--- src/pc1_pkg.sv ---
// Shared types and constants for the PC1 byte-stream cipher.
package pc1_pkg;

    localparam int unsigned NUM_ROUNDS = 16;
    localparam int unsigned KEY_WORDS  = 4;
    localparam int unsigned PAIR_W     = 16;
    localparam int unsigned ROUND_W    = $clog2(NUM_ROUNDS);
    localparam int unsigned CNT_W      = ROUND_W + 1;
    localparam int unsigned CFG_IDX_W  = 3;
    localparam int unsigned CFG_DATA_W = 64;

    localparam logic [15:0] MUL_A       = 16'h4e35;
    localparam logic [15:0] MUL_B       = 16'h015a;
    localparam logic [7:0]  LETTER_BASE = 8'h61;

    typedef enum logic [2:0] {
        REG_DIRECTION  = 3'd0,
        REG_KEY_WORD_0 = 3'd1,
        REG_KEY_WORD_1 = 3'd2,
        REG_KEY_WORD_2 = 3'd3,
        REG_KEY_WORD_3 = 3'd4
    } reg_index_t;

    typedef enum logic [1:0] {
        ST_IDLE,
        ST_LOAD,
        ST_CALC,
        ST_EMIT
    } state_t;

    typedef struct packed {
        logic               clear_chain;
        logic               start_pass;
        logic               step;
        logic [ROUND_W-1:0] idx;
    } round_ctrl_t;

    typedef struct packed {
        logic       push;
        logic       two;
        logic [7:0] data0;
        logic [7:0] data1;
    } obuf_push_t;

endpackage

--- src/pc1_ram.sv ---
// Generic simple dual-port RAM with registered read.
module pc1_ram #(
    parameter int unsigned WIDTH = 16,
    parameter int unsigned DEPTH = 16
) (
    input  logic                     clk,
    input  logic                     we,
    input  logic [$clog2(DEPTH)-1:0] waddr,
    input  logic [WIDTH-1:0]         wdata,
    input  logic [$clog2(DEPTH)-1:0] raddr,
    output logic [WIDTH-1:0]         rdata
);

    logic [WIDTH-1:0] mem [DEPTH];
    logic [WIDTH-1:0] rdata_reg;

    always_ff @(posedge clk)
    begin
        if (we)
        begin
            mem[waddr] <= wdata;
        end
        rdata_reg <= mem[raddr];
    end

    assign rdata = rdata_reg;

endmodule

--- src/pc1_round.sv ---
// One cipher round per cycle while ctrl.step is set: running word, chain registers and result accumulator.
module pc1_round (
    input  logic                clk,
    input  logic                rst_n,
    input  pc1_pkg::round_ctrl_t ctrl,
    input  logic [15:0]         key_pair,
    output logic [15:0]         acc
);

    logic [15:0] w_reg, w_next;
    logic [15:0] cs_reg, cs_next;
    logic [15:0] cp_reg, cp_next;
    logic [15:0] acc_reg, acc_next;

    logic [15:0] k;
    logic [15:0] t;
    logic [31:0] prod_b;
    logic [31:0] prod_t;
    logic [31:0] prod_a;
    logic [15:0] cs_step;
    logic [15:0] w_step;

    always_comb
    begin
        k       = w_reg ^ key_pair;
        t       = cs_reg + {12'd0, ctrl.idx};
        prod_b  = {16'd0, k} * {16'd0, pc1_pkg::MUL_B};
        prod_t  = {16'd0, t} * {16'd0, pc1_pkg::MUL_A};
        prod_a  = {16'd0, k} * {16'd0, pc1_pkg::MUL_A};
        cs_step = prod_t[15:0] + prod_b[15:0] + cp_reg;
        w_step  = prod_a[15:0] + 16'd1;

        w_next   = w_reg;
        cs_next  = cs_reg;
        cp_next  = cp_reg;
        acc_next = acc_reg;
        if (ctrl.clear_chain)
        begin
            cs_next = '0;
            cp_next = '0;
        end
        if (ctrl.start_pass)
        begin
            w_next   = '0;
            acc_next = '0;
        end
        else if (ctrl.step)
        begin
            w_next   = w_step;
            cs_next  = cs_step;
            cp_next  = prod_b[15:0];
            acc_next = acc_reg ^ w_step ^ cs_step;
        end
    end

    always_ff @(posedge clk or negedge rst_n)
    begin
        if (!rst_n)
        begin
            w_reg   <= '0;
            cs_reg  <= '0;
            cp_reg  <= '0;
            acc_reg <= '0;
        end
        else
        begin
            w_reg   <= w_next;
            cs_reg  <= cs_next;
            cp_reg  <= cp_next;
            acc_reg <= acc_next;
        end
    end

    assign acc = acc_reg;

endmodule

--- src/pc1_obuf.sv ---
// Two-entry output buffer holding the result beats of one item.
module pc1_obuf (
    input  logic                 clk,
    input  logic                 rst_n,
    input  pc1_pkg::obuf_push_t  push,
    output logic                 out_valid,
    input  logic                 out_stall,
    output logic [7:0]           out_byte,
    output logic                 last
);

    logic [1:0] count_reg, count_next;
    logic [7:0] d0_reg, d1_reg;
    logic       last0_reg;
    logic       pop;

    assign pop = out_valid && !out_stall;

    always_comb
    begin
        count_next = count_reg;
        if (push.push)
        begin
            count_next = push.two ? 2'd2 : 2'd1;
        end
        else if (pop)
        begin
            count_next = count_reg - 2'd1;
        end
    end

    always_ff @(posedge clk or negedge rst_n)
    begin
        if (!rst_n)
        begin
            count_reg <= '0;
        end
        else
        begin
            count_reg <= count_next;
        end
    end

    always_ff @(posedge clk)
    begin
        if (push.push)
        begin
            d0_reg    <= push.data0;
            d1_reg    <= push.data1;
            last0_reg <= !push.two;
        end
        else if (pop)
        begin
            d0_reg    <= d1_reg;
            last0_reg <= 1'b1;
        end
    end

    assign out_valid = (count_reg != 2'd0);
    assign out_byte  = d0_reg;
    assign last      = last0_reg;

endmodule

--- src/pc1_stream_cipher_256.sv ---
// Top level of the PC1 byte-stream cipher with a 256-bit evolving key.
//
// Input channel in_valid/in_stall carries data_byte and start_of_message; the
// output channel out_valid/out_stall carries out_byte and last. Registers are
// written through cfg_we/cfg_index/cfg_data: 0 direction, 1..4 key words.
// Encryption gives two letter beats per byte, decryption one byte beat per
// letter pair (the first letter of a pair gives no beat).
// The 32 key bytes sit in a 16 x 16-bit RAM as byte pairs; one round per
// cycle reads a pair, applies the pending plaintext mask and writes it back.
// A byte goes from acceptance through a round pass (a RAM read, then the
// 16 rounds), a hand-over of the results into the output buffer and an idle
// state that takes the next beat. A start-of-message beat adds a key load
// pass first. The first letter of a decrypt pair is taken without a round
// pass (after a key load if it starts a message). The first result beat is
// offered once the results are handed over.
// The next item is taken while results still wait; if the receiver stalls
// long enough the block holds the new results until the buffer is empty.
// Reset returns to idle with an all-zero key, chains and held letter.
module pc1_stream_cipher_256 (
    input  logic                             clk,
    input  logic                             rst_n,
    input  logic                             in_valid,
    output logic                             in_stall,
    input  logic [7:0]                       data_byte,
    input  logic                             start_of_message,
    output logic                             out_valid,
    input  logic                             out_stall,
    output logic [7:0]                       out_byte,
    output logic                             last,
    input  logic                             cfg_we,
    input  logic [pc1_pkg::CFG_IDX_W-1:0]    cfg_index,
    input  logic [pc1_pkg::CFG_DATA_W-1:0]   cfg_data
);

    localparam logic [pc1_pkg::CNT_W-1:0] LAST_LOAD =
        pc1_pkg::CNT_W'(pc1_pkg::NUM_ROUNDS - 1);
    localparam logic [pc1_pkg::CNT_W-1:0] LAST_CALC =
        pc1_pkg::CNT_W'(pc1_pkg::NUM_ROUNDS);

    pc1_pkg::state_t state_reg, state_next;
    logic [pc1_pkg::CNT_W-1:0] cnt_reg, cnt_next;
    logic [pc1_pkg::CNT_W-1:0] cnt_m1;

    logic                   direction_reg;
    logic [pc1_pkg::KEY_WORDS-1:0][63:0] key_reg;
    logic [7:0]             byte_reg;
    logic [7:0]             held_reg;
    logic                   waiting_reg;
    logic [7:0]             pend_reg;
    logic                   key_valid_reg;

    logic                   ram_we;
    logic [pc1_pkg::ROUND_W-1:0] ram_waddr;
    logic [pc1_pkg::ROUND_W-1:0] ram_raddr;
    logic [15:0]            ram_wdata;
    logic [15:0]            ram_rdata;

    logic [63:0]            load_word;
    logic [5:0]             load_shift;
    logic [15:0]            load_pair;
    logic [15:0]            key_pair;

    pc1_pkg::round_ctrl_t   rctl;
    pc1_pkg::obuf_push_t    push;
    logic [15:0]            acc;
    logic [7:0]             ks;
    logic [7:0]             enc_c;
    logic [7:0]             dec_hi;
    logic [7:0]             dec_lo;
    logic [7:0]             dec_c;
    logic [7:0]             plain;
    logic                   accept;

    assign accept = in_valid && !in_stall;
    assign cnt_m1 = cnt_reg - pc1_pkg::CNT_W'(1);

    // key pair r of the registers: word r/4, pair 0 in the top bits
    assign load_word  = key_reg[cnt_reg[3:2]];
    assign load_shift = {~cnt_reg[1:0], 4'b0000};
    assign load_pair  = 16'(load_word >> load_shift);
    assign key_pair   = (key_valid_reg ? ram_rdata : 16'd0) ^ {pend_reg, pend_reg};

    assign ks     = acc[15:8] ^ acc[7:0];
    assign enc_c  = byte_reg ^ ks;
    assign dec_hi = held_reg - pc1_pkg::LETTER_BASE;
    assign dec_lo = byte_reg - pc1_pkg::LETTER_BASE;
    assign dec_c  = {dec_hi[3:0], 4'b0000} + dec_lo;
    assign plain  = dec_c ^ ks;

    pc1_ram #(
        .WIDTH(pc1_pkg::PAIR_W),
        .DEPTH(pc1_pkg::NUM_ROUNDS)
    ) u_key_ram (
        .clk  (clk),
        .we   (ram_we),
        .waddr(ram_waddr),
        .wdata(ram_wdata),
        .raddr(ram_raddr),
        .rdata(ram_rdata)
    );

    pc1_round u_round (
        .clk     (clk),
        .rst_n   (rst_n),
        .ctrl    (rctl),
        .key_pair(key_pair),
        .acc     (acc)
    );

    pc1_obuf u_obuf (
        .clk      (clk),
        .rst_n    (rst_n),
        .push     (push),
        .out_valid(out_valid),
        .out_stall(out_stall),
        .out_byte (out_byte),
        .last     (last)
    );

    // next state
    always_comb
    begin
        state_next = state_reg;
        case (state_reg)
            pc1_pkg::ST_IDLE:
            begin
                if (in_valid)
                begin
                    if (start_of_message)
                    begin
                        state_next = pc1_pkg::ST_LOAD;
                    end
                    else if (!direction_reg || waiting_reg)
                    begin
                        state_next = pc1_pkg::ST_CALC;
                    end
                end
            end
            pc1_pkg::ST_LOAD:
            begin
                if (cnt_reg == LAST_LOAD)
                begin
                    state_next = direction_reg ? pc1_pkg::ST_IDLE : pc1_pkg::ST_CALC;
                end
            end
            pc1_pkg::ST_CALC:
            begin
                if (cnt_reg == LAST_CALC)
                begin
                    state_next = pc1_pkg::ST_EMIT;
                end
            end
            pc1_pkg::ST_EMIT:
            begin
                if (!out_valid)
                begin
                    state_next = pc1_pkg::ST_IDLE;
                end
            end
            default:
            begin
                state_next = pc1_pkg::ST_IDLE;
            end
        endcase
    end

    // outputs
    always_comb
    begin
        in_stall         = 1'b1;
        cnt_next         = '0;
        ram_we           = 1'b0;
        ram_waddr        = cnt_reg[pc1_pkg::ROUND_W-1:0];
        ram_wdata        = load_pair;
        ram_raddr        = cnt_reg[pc1_pkg::ROUND_W-1:0];
        rctl.clear_chain = 1'b0;
        rctl.start_pass  = 1'b0;
        rctl.step        = 1'b0;
        rctl.idx         = cnt_m1[pc1_pkg::ROUND_W-1:0];
        push.push        = 1'b0;
        push.two         = !direction_reg;
        push.data0       = direction_reg ? plain : pc1_pkg::LETTER_BASE + {4'd0, enc_c[7:4]};
        push.data1       = pc1_pkg::LETTER_BASE + {4'd0, enc_c[3:0]};
        case (state_reg)
            pc1_pkg::ST_IDLE:
            begin
                in_stall = 1'b0;
            end
            pc1_pkg::ST_LOAD:
            begin
                ram_we           = 1'b1;
                rctl.clear_chain = 1'b1;
                cnt_next         = (cnt_reg == LAST_LOAD) ? '0 : cnt_reg + pc1_pkg::CNT_W'(1);
            end
            pc1_pkg::ST_CALC:
            begin
                cnt_next = cnt_reg + pc1_pkg::CNT_W'(1);
                if (cnt_reg == '0)
                begin
                    rctl.start_pass = 1'b1;
                end
                else
                begin
                    rctl.step = 1'b1;
                    ram_we    = 1'b1;
                    ram_waddr = cnt_m1[pc1_pkg::ROUND_W-1:0];
                    ram_wdata = key_pair;
                end
            end
            pc1_pkg::ST_EMIT:
            begin
                push.push = !out_valid;
            end
            default:
            begin
                in_stall = 1'b1;
            end
        endcase
    end

    always_ff @(posedge clk or negedge rst_n)
    begin
        if (!rst_n)
        begin
            state_reg     <= pc1_pkg::ST_IDLE;
            cnt_reg       <= '0;
            direction_reg <= 1'b0;
            key_reg       <= '0;
            held_reg      <= '0;
            waiting_reg   <= 1'b0;
            pend_reg      <= '0;
            key_valid_reg <= 1'b0;
        end
        else
        begin
            state_reg <= state_next;
            cnt_reg   <= cnt_next;
            if (cfg_we)
            begin
                case (cfg_index)
                    pc1_pkg::REG_DIRECTION:  direction_reg <= cfg_data[0];
                    pc1_pkg::REG_KEY_WORD_0: key_reg[0]    <= cfg_data;
                    pc1_pkg::REG_KEY_WORD_1: key_reg[1]    <= cfg_data;
                    pc1_pkg::REG_KEY_WORD_2: key_reg[2]    <= cfg_data;
                    pc1_pkg::REG_KEY_WORD_3: key_reg[3]    <= cfg_data;
                    default:                 key_reg       <= key_reg;
                endcase
            end
            if (accept && !start_of_message && direction_reg && !waiting_reg)
            begin
                held_reg    <= data_byte;
                waiting_reg <= 1'b1;
            end
            if (state_reg == pc1_pkg::ST_LOAD && cnt_reg == LAST_LOAD)
            begin
                pend_reg      <= '0;
                key_valid_reg <= 1'b1;
                held_reg      <= direction_reg ? byte_reg : 8'd0;
                waiting_reg   <= direction_reg;
            end
            if (state_reg == pc1_pkg::ST_CALC && cnt_reg == LAST_CALC)
            begin
                key_valid_reg <= 1'b1;
            end
            if (push.push)
            begin
                pend_reg <= direction_reg ? plain : byte_reg;
                if (direction_reg)
                begin
                    held_reg    <= '0;
                    waiting_reg <= 1'b0;
                end
            end
        end
    end

    always_ff @(posedge clk)
    begin
        if (accept)
        begin
            byte_reg <= data_byte;
        end
    end

    a_pass_to_emit: assert property (@(posedge clk) disable iff (!rst_n)
        (state_reg == pc1_pkg::ST_CALC && cnt_reg == LAST_CALC)
            |=> state_reg == pc1_pkg::ST_EMIT)
        else $error("round pass did not end in result hand-over");

    a_push_empty: assert property (@(posedge clk) disable iff (!rst_n)
        push.push |-> !out_valid)
        else $error("results pushed into a busy output buffer");

    a_key_valid_sticky: assert property (@(posedge clk) disable iff (!rst_n)
        key_valid_reg |=> key_valid_reg)
        else $error("key store valid flag dropped");

    a_decrypt_pair: assert property (@(posedge clk) disable iff (!rst_n)
        (state_reg == pc1_pkg::ST_EMIT && direction_reg) |-> waiting_reg)
        else $error("decrypt result without a held letter");

endmodule
--- config.mk ---
export PLATFORM = sky130hd
export DESIGN_NAME = pc1_stream_cipher_256
export DESIGN_NICKNAME = d
export VERILOG_FILES = /design/src/pc1_pkg.sv /design/src/pc1_ram.sv /design/src/pc1_round.sv /design/src/pc1_obuf.sv /design/src/pc1_stream_cipher_256.sv
export SDC_FILE = /design/constraint.sdc
export NUM_CORES = 1
export LEC_CHECK = 0
export ABC_AREA = 1
export CORE_ASPECT_RATIO = 2
export CORE_MARGIN = 5
export CORE_UTILIZATION = 31
export DETAILED_ROUTE_END_ITERATION = 6
export DONT_BUFFER_PORTS = 1
export GPL_TIMING_DRIVEN = 1
export PLACE_DENSITY = 0.48
export SLEW_MARGIN = 20
export SYNTH_ARGS = -nofsm -noshare
export SYNTH_HDL_FRONTEND = slang
export SYNTH_HIERARCHICAL = 1
export SYNTH_SLANG_ARGS = --single-unit
--- constraint.sdc ---
create_clock -name clk -period 17.8 [get_ports clk]
set_input_delay 2.67 -clock clk [delete_from_list [all_inputs] [get_ports clk]]
set_output_delay 2.67 -clock clk [all_outputs]
set_load 0.01 [all_outputs]
==> results of run 1 <==
==> worst paths after layout <==
kind                               start            endpoint  cells past startpoint
setup / recovery           key_valid_reg  u_round/cs_reg[15]                     39
setup reg to reg           key_valid_reg  u_round/cs_reg[15]                     39
hold / removal               key_reg[99]         key_reg[99]                      2
min in group asynchronous          rst_n  u_round/cs_reg[10]                      0
max in group asynchronous          rst_n          cnt_reg[2]                      0
hold reg to reg              key_reg[99]         key_reg[99]                      2
==> cell type report <==
cell class	count	area, um^2	area share (%)
diodes	4	10.0	0.0248
clock inverters	36	477	1.18
flip-flops and latches	641	17400	43.1
well taps	1530	1910	4.75
repair buffers	46	345	0.856
clock buffers	90	1870	4.63
inverters	676	2540	6.31
multi-input cells	2672	15800	39.2
==> stage by stage <==
step | hold WS [ns] | instances | instance area, um^2 | utilization (%)
2_1_floorplan | 0.448 | 4164 | 36400 | -
3_3_place_gp | 0.460 | 5565 | 38000 | 32.4
3_5_place_dp | 0.467 | 5565 | 38000 | 32.4
4_1_cts | 0.481 | 5691 | 40300 | 34.4
5_1_grt | 0.492 | 5691 | 40300 | 34.4
6_report | 0.476 | 5695 | 40300 | 34.4
==> routing by layer <==
layer,GRT usage (%),routed length [um],vias to the layer above
li1,-,-,13200
met5,0,81,-
met4,4.66,2740,10
met1,23.4,48800,13200
met3,3.01,5390,140
met2,28.8,51900,591
==> worst reg2reg max path: cells and delay by family, from the launching register on <==
kind / cells / cell delay (ns)
XOR/XNOR: 4 / 1.21
adder cells (fa/ha/maj): 10 / 4.51
AO/OA/AOI/OAI: 7 / 1.13
AND/OR/NAND/NOR: 11 / 0.95
buffers and inverters: 7 / 0.52
flip-flops: 1 / 0.67
==> synth_stat cells (4+ instances only) <==
library cell and count:
a21oi_1 86, a22o_1 4, a41oi_2 5, buf_2 50, buf_4 27, buf_6 6
clkbuf_1 89, dfrtp_1 344, dfxtp_1 16, edfxtp_1 281, fa_1 110, ha_1 189
inv_1 668, inv_2 6, nand2_1 1032, nand2_2 8, nand3_1 311, nand3b_1 9
nand4_1 8, nor2_1 241, nor3_1 11, o211ai_1 4, o21ai_0 413, o21ai_1 25
o22ai_1 40, or2_2 4, xnor2_1 34, xor2_1 97
==> kinds of logic after synthesis <==
group	Yosys count	synth area share (%)
flip-flops	641	47.7
adder cells (fa/ha/maj)	299	12.5
XOR/XNOR	134	3.28
buffers and inverters	851	9.37
AO/OA/AOI/OAI	605	8.92
AND/OR/NAND/NOR	1631	18.2
other	2	0.0206
==> impl_metrics.env, run 1 <==
export IMPL_ff2ff_setup_slack_ns=8.67
export IMPL_grt_pass1_wl_mm=168
export IMPL_nNetsFinal=4486
export IMPL_syn_area_per_cell_um2=8.75
export IMPL_yosysTopAreaCell="dfrtp_1"
export IMPL_portBuffers=0
export IMPL_layout_commonest_cell="nand2_1"
export IMPL_setup_viol=0
export IMPL_critPathArrivalTime_ns=9.63
export IMPL_fmax_ghz=0.110
export IMPL_synth_top_area_share_pct=23.6
export IMPL_drtAntennaViolNets=0
export IMPL_setup_tns_ns=0
export IMPL_place_gp_congestion=0.867
export IMPL_clock_sinks=641
export IMPL_htree_levels=3
export IMPL_syn_area_um2=36400
export IMPL_cp_max_fo=17
export IMPL_drv_cap=0
export IMPL_synth_ff_latch_count=641
export IMPL_crit_family="adder cells"
export IMPL_fin_crit_sh_pct=51.3
export IMPL_max_clock_path_buffers=3
export IMPL_ys_warn_count=6
export IMPL_path_buf_inv=7
export IMPL_fin_ws_ns=8.67
export IMPL_start_util_pct=31.1
export IMPL_dr_total_vias=27100
export IMPL_overflow=0
export IMPL_drt_initial_drc_count=2083
export IMPL_dpl_hpwl_mm=73.2
export IMPL_cts_root_buffer="clkbuf_16"
export IMPL_synthTopCellsByArea="dfrtp_1, edfxtp_1, nand2_1"
export IMPL_rsz0062_at_grt="no"
export IMPL_cp_end_kind="flip-flop"
export IMPL_slowest_stage="dfrtp_1"
export IMPL_hold_buffers=0
export IMPL_antenna_found_initial=9
export IMPL_synth_ff_type="dfrtp_1"
export IMPL_clkLatencyLatePin_ns=0.65
export IMPL_wl_per_cell_um=19.1
export IMPL_nFillCells=12200
export IMPL_core_area_um2=117000
export IMPL_final_cell_mix="nand2_1, inv_1, o21ai_0"
export IMPL_status="completed"
export IMPL_grt_max_degree=345
export IMPL_min_period_ns=9.13
export IMPL_required_ns=18.30
export IMPL_routed_via_density=4.75
export IMPL_tritoncts="done"
export IMPL_synth_seq_area_share_pct=47.7
export IMPL_cts_setup_buffers=0
export IMPL_drive_gt1_share_pct=5.29
export IMPL_firstDrtPassIters=5
export IMPL_hold_class="flip-flop to flip-flop"
export IMPL_numCtsBuffers=69
export IMPL_cp_slowest_stage_delay_ns=0.67
export IMPL_drcViolationCount=0
export IMPL_crit_type="flip-flop to flip-flop"
export IMPL_postSynthCellCount=4163
export IMPL_chipHeight_um=495
export IMPL_start_kind="flip-flop"
export IMPL_die_x_um=252
export IMPL_io_pins=92
export IMPL_syn_to_final_growth_pct=10.7
export IMPL_final_max_slew_violation_count=0
export IMPL_fin_skew_ns=0.0185
export IMPL_grt_pass1_vias=27000
export IMPL_synth_edf_count=281
export IMPL_maxSlewHeadroom_pct=16.3
export IMPL_track_usage_pct=17.3
export IMPL_cts_resized_gates=0
export IMPL_report_final_hold_viol_count=0
export IMPL_clkSlewWorstSetupHoldPaths_ns=0.07
export IMPL_synth_cell_types=55
export IMPL_async_flop_share_pct=53.7
export IMPL_core_rowCount=178
export IMPL_worst_pin_slew_ns=1.26
export IMPL_die_area_um2=125000
export IMPL_place_ws_ns=8.73
export IMPL_drt_total_wl_mm=109
Power of run 1 is not shown: default switching activity piles up to over one toggle a cycle in this logic, so the estimate is an artifact.
==> inputs of run 2 (changes only) <==
Settings changed: ABC_AREA 1 to 0.
Clock period 17.8 ns to 8.6 ns, I/O delays scaled along.
==> impl_metrics.env, run 2 <==
export IMPL_status="completed"
export IMPL_syn_area_per_cell_um2=13.8
export IMPL_numCtsBuffers=59
export IMPL_synth_cell_types=68
export IMPL_core_rowCount=173
export IMPL_nFillCells=10900
export IMPL_ff_latch_area_um2=17400
export IMPL_die_x_um=246
export IMPL_drcViolationCount=0
export IMPL_yosys_top_cells_count="dfrtp_1, edfxtp_1, mux2_2"
export IMPL_grt_max_degree=345
export IMPL_drive_gt1_share_pct=26.3
export IMPL_dr_total_vias=20300
export IMPL_grt_pass1_wl_mm=149
export IMPL_yosysTopAreaCell="dfrtp_1"
export IMPL_cp_end_kind="flip-flop"
export IMPL_synth_most_common_cell="dfrtp_1"
export IMPL_htree_levels=2
export IMPL_die_area_um2=119000
export IMPL_hold_buffers=0
export IMPL_overflow=0
export IMPL_crit_type="flip-flop to flip-flop"
export IMPL_core_area_um2=111000
export IMPL_clkSlewWorstSetupHoldPaths_ns=0.07
export IMPL_clock_sinks=641
export IMPL_wl_per_cell_um=24.1
export IMPL_synth_edf_count=281
export IMPL_start_util_pct=31.2
export IMPL_postPlaceCellArea_um2=37200
export IMPL_start_kind="flip-flop"
export IMPL_syn_area_um2=34500
export IMPL_cp_max_fo=7
export IMPL_place_gp_congestion=0.921
export IMPL_synthTopCellsByArea="dfrtp_1, edfxtp_1, mux2_2"
export IMPL_setup_viol=0
export IMPL_chipHeight_um=482
export IMPL_antenna_found_initial=6
export IMPL_final_util_pct=35.7
export IMPL_synth_seq_area_share_pct=50.3
export IMPL_postSynthCellCount=2501
export IMPL_cts_root_buffer="clkbuf_16"
export IMPL_routed_via_density=4.88
export IMPL_drv_cap=0
export IMPL_ys_warn_count=6
export IMPL_hold_class="primary input to asynchronous set/reset pin"
export IMPL_final_cell_mix="dfrtp_1, edfxtp_1, mux2_2"
export IMPL_setup_tns_ns=0
export IMPL_fin_area_um2=39600
export IMPL_required_ns=9.20
export IMPL_cp_common_cell="fa_1"
export IMPL_fin_crit_sh_pct=96.9
export IMPL_synth_top_area_share_pct=24.9
export IMPL_slowest_stage="fa_1"
export IMPL_clkLatencyLatePin_ns=0.67
export IMPL_drt_total_wl_mm=100
export IMPL_cp_slowest_stage_delay_ns=0.51
export IMPL_rsz0062_at_grt="yes"
export IMPL_min_period_ns=8.34
export IMPL_io_pins=92
export IMPL_max_clock_path_buffers=3
export IMPL_fmax_ghz=0.120
export IMPL_syn_to_final_growth_pct=14.7
export IMPL_fin_skew_ns=0.0845
export IMPL_synth_ff_latch_count=641
export IMPL_maxSlewHeadroom_pct=26.9
export IMPL_tritoncts="done"
export IMPL_nNetsFinal=3004
export IMPL_multiInputGateArea_um2=16000
export IMPL_dpl_hpwl_mm=74.8
export IMPL_final_max_slew_violation_count=0
export IMPL_drt_initial_drc_count=1033
export IMPL_track_usage_pct=16.9
export IMPL_firstDrtPassIters=5
export IMPL_drtAntennaViolNets=0
export IMPL_report_final_hold_viol_count=0
export IMPL_async_flop_share_pct=53.7
export IMPL_grt_pass1_vias=22900
export IMPL_synth_ff_type="dfrtp_1"
export IMPL_portBuffers=0
export IMPL_critPathArrivalTime_ns=8.94
export IMPL_worst_pin_slew_ns=1.10
export IMPL_layout_commonest_cell="dfrtp_1"
[run 2: cell count changes after synthesis, moves of 25 or more]
cell / previous run / this run
mux4_2: 0 / 118
clkbuf_1: 89 / 58
inv_1: 668 / 264
nand3_1: 311 / 16
nand2_1: 1032 / 111
a22oi_1: 2 / 36
mux2i_1: 0 / 33
nor2_1: 241 / 131
mux2_2: 0 / 269
a21oi_1: 86 / 37
o21ai_0: 413 / 35
buf_2: 50 / 25
xnor2_1: 34 / 127
xor2_1: 97 / 50
[run 2: critical path: cells and delay by family, from the launching register on]
family	cells	cell delay, ns
DFF	1	0.46
adders and majority gates	9	3.71
and+or+nand+nor	2	0.40
xor gates and xnor gates	10	2.22
buffers and inverters	5	0.48
AOI/OAI and AO/OA	7	1.00
[run 2: final timing paths]
path,startpoint,end,slack (ns),depth (start not counted)
setup / recovery,key_valid_reg,u_round/acc[15],0.26,33
hold / removal,rst_n,u_round/cs_reg[6],0.32,0
setup reg to reg,key_valid_reg,u_round/acc[15],0.26,33
hold reg to reg,key_reg[144],key_reg[144],0.50,1
max in group asynchronous,rst_n,key_reg[68],6.56,2
min in group clk,key_reg[144],key_reg[144],0.50,1
[run 2: logic make-up (layout without fill, tap and decap cells)]
group	Yosys count	in the layout	synth area share [%]
DFF	641	641	50.3
and+or+nand+nor	371	371	5.00
xor gates and xnor gates	189	189	5.25
AOI/OAI and AO/OA	204	204	3.84
buffers and inverters	365	535	4.18
adders and majority gates	299	299	13.2
other	2	5	0.0217
muxes	430	430	18.2
[run 2: per-layer routing]
metal / GRT usage (%) / wire length [um] / vias to the layer above / share of wire, %
met5: 0 / 34 / - / 0.034
met4: 9.35 / 6620 / 4 / 6.6
met3: 2.65 / 3630 / 202 / 3.6
met2: 33.9 / 58000 / 377 / 58
met1: 16.1 / 32000 / 10600 / 32
li1: - / - / 9085 / -
[run 2: through the flow]
stage               setup WS [ns]  hold WS (ns)  cells
floorplan                  0.0751         0.474   2502
finish                      0.263         0.321   4161
CTS                        0.0118         0.306   4154
global route              -0.0183         0.277   4160
detailed placement         -0.564         0.487   4045
global placement           -0.430         0.481   4045
[run 2: layout make-up]
type	count	area share [%]
Antenna cell	2	0.0126
Clock buffer	79	4.27
Clock inverter	30	1.06
Inverter	267	2.53
Multi-Input combinational cell	1496	40.4
Sequential cell	641	43.9
Tap cell	1487	4.70
Timing Repair Buffer	159	3.12
[run 2: timing repair]
item / CTS / global route
buffers inserted: 0 / 3
pin swaps: 2 / 18
endpoints found under the hold margin: 0 / 0
setup endpoints to repair: 4 / 4
gates resized for setup: 10 / 15
Power of run 2 is left out for the same reason.
==> inputs of run 3 (changes only) <==
--- a/constraint.sdc
+++ b/constraint.sdc
@@ -3,2 +3,2 @@
 set_output_delay 1.29 -clock clk [all_outputs]
-set_load 0.01 [all_outputs]
+set_load 0.1 [all_outputs]
==> impl_metrics.env, run 3 (same netlist as run 2, synthesis figures left out) <==
export IMPL_setup_viol=0
export IMPL_fin_cells=4167
export IMPL_critPathLaunch="key_valid_reg"
export IMPL_drt_initial_drc_count=1047
export IMPL_drtAntennaViolNets=0
export IMPL_start_util_pct=31.2
export IMPL_drive_gt1_share_pct=26.1
export IMPL_die_area_um2=119000
export IMPL_fin_skew_ns=0.0633
export IMPL_firstDrtPassIters=7
export IMPL_cp_max_fo=6
export IMPL_timing_rr_start="key_valid_reg"
export IMPL_io_pins=92
export IMPL_final_max_slew_violation_count=0
export IMPL_required_ns=9.19
export IMPL_nFillCells=10800
export IMPL_ff2ff_setup_slack_ns=0.41
export IMPL_fin_crit_sh_pct=95.3
export IMPL_min_period_ns=8.19
export IMPL_wl_per_cell_um=24.0
export IMPL_hold_buffers=0
export IMPL_drcViolationCount=0
export IMPL_multiInputGateArea_um2=16000
export IMPL_report_final_hold_viol_count=0
export IMPL_tritoncts="done"
export IMPL_maxSlewHeadroom_pct=27.3
export IMPL_start_kind="flip-flop"
export IMPL_core_rowCount=173
export IMPL_critPathArrivalTime_ns=8.78
export IMPL_clkLatencyLatePin_ns=0.67
export IMPL_final_cell_mix="dfrtp_1, edfxtp_1, mux2_2"
export IMPL_dr_total_vias=20200
export IMPL_slowest_stage="fa_1"
export IMPL_routed_via_density=4.84
export IMPL_die_x_um=246
export IMPL_status="completed"
export IMPL_antenna_found_initial=1
export IMPL_place_gp_congestion=0.913
export IMPL_cts_root_buffer="clkbuf_16"
export IMPL_grt_pass1_wl_mm=150
export IMPL_worst_pin_slew_ns=1.09
export IMPL_grt_pass1_vias=23000
export IMPL_clkSlewWorstSetupHoldPaths_ns=0.07
export IMPL_syn_to_final_growth_pct=14.5
export IMPL_cp_common_cell="fa_1"
export IMPL_chipHeight_um=482
export IMPL_nNetsFinal=3008
export IMPL_portBuffers=0
export IMPL_r2r_end="u_round/acc[14]"
export IMPL_dpl_hpwl_mm=74.7
export IMPL_core_area_um2=111000
export IMPL_htree_levels=2
export IMPL_layout_commonest_cell="dfrtp_1"
export IMPL_cp_end_kind="flip-flop"
export IMPL_clock_sinks=641
export IMPL_grt_max_degree=345
export IMPL_hold_class="primary input to asynchronous set/reset pin"
export IMPL_place_inst=4048
export IMPL_track_usage_pct=17.0
export IMPL_fmax_ghz=0.122
export IMPL_numCtsBuffers=59
export IMPL_drt_total_wl_mm=100
export IMPL_drv_cap=0
export IMPL_crit_type="flip-flop to flip-flop"
export IMPL_overflow=0
export IMPL_reg2reg_depth=32
export IMPL_cp_slowest_stage_delay_ns=0.55
export IMPL_ff_latch_area_um2=17400
export IMPL_max_clock_path_buffers=3
run 3: changes by cell type in the layout (fill, tap and decap cells not counted), moves of 2 or more:
cell / previous run / this run
buf_4: 157 / 160
clkbuf_1: 8 / 17
clkbuf_16: 62 / 59
clkinv_1: 6 / 9
clkinv_2: 11 / 8
xor2_2: 0 / 2
run 3: what timing repair did:
item                       CTS  global route
gates cloned                 0             0
buffers inserted             0             4
setup endpoints to repair    3             4
resized for setup            7            18
pin swaps                    1            12
run 3: through the flow:
| stage | utilization (%) | TNS, ns | setup WS, ns | hold slack [ns] | area, um^2 |
|---|---|---|---|---|---|
| global route | 35.7 | -0.0184 | -0.0184 | 0.280 | 39500 |
| CTS | 35.5 | 0 | 0.00155 | 0.307 | 39300 |
| global placement | 33.6 | -0.387 | -0.347 | 0.481 | 37200 |
| detailed placement | 33.6 | -0.377 | -0.352 | 0.491 | 37300 |
| floorplan | - | 0 | 0.0751 | 0.474 | 34500 |
| finish | 35.7 | 0 | 0.407 | 0.320 | 39500 |
run 3: per-layer routing:
layer,up-vias,share of wire [%],track usage (%)
met2,348,58,34.1
met3,186,3.5,2.50
li1,9102,-,-
met4,0,6.8,9.70
met5,-,0,0
met1,10600,32,15.9
run 3: cell type report:
class	count	share of cell area, %
tap	1487	4.71
sequential	641	44.0
timing repair buffer	163	3.23
clock inverter	29	0.950
antenna	1	0.00633
clock buffer	83	4.12
multi-input combinational	1496	40.5
inverter	267	2.54
run 3: how the worst max path moves through the flow:
stage                     slack (ns)         endpoint
after floorplan                 0.08  u_round/acc[15]
after global placement         -0.35  u_round/acc[15]
after detailed placement       -0.35  u_round/acc[15]
after CTS                      0.002  u_round/acc[15]
after global routing           -0.02  u_round/acc[14]
final                           0.41  u_round/acc[14]
run 3: worst max-delay path: cells and delay by family, from the launching register on:
family	cells	cell delay [ns]
xor+xnor	5	0.84
compound gates	3	0.65
flops	1	0.42
simple gates	5	0.95
fa+ha+maj	10	4.33
buf+inv	9	0.96
Power of run 3 is left out for the same reason.
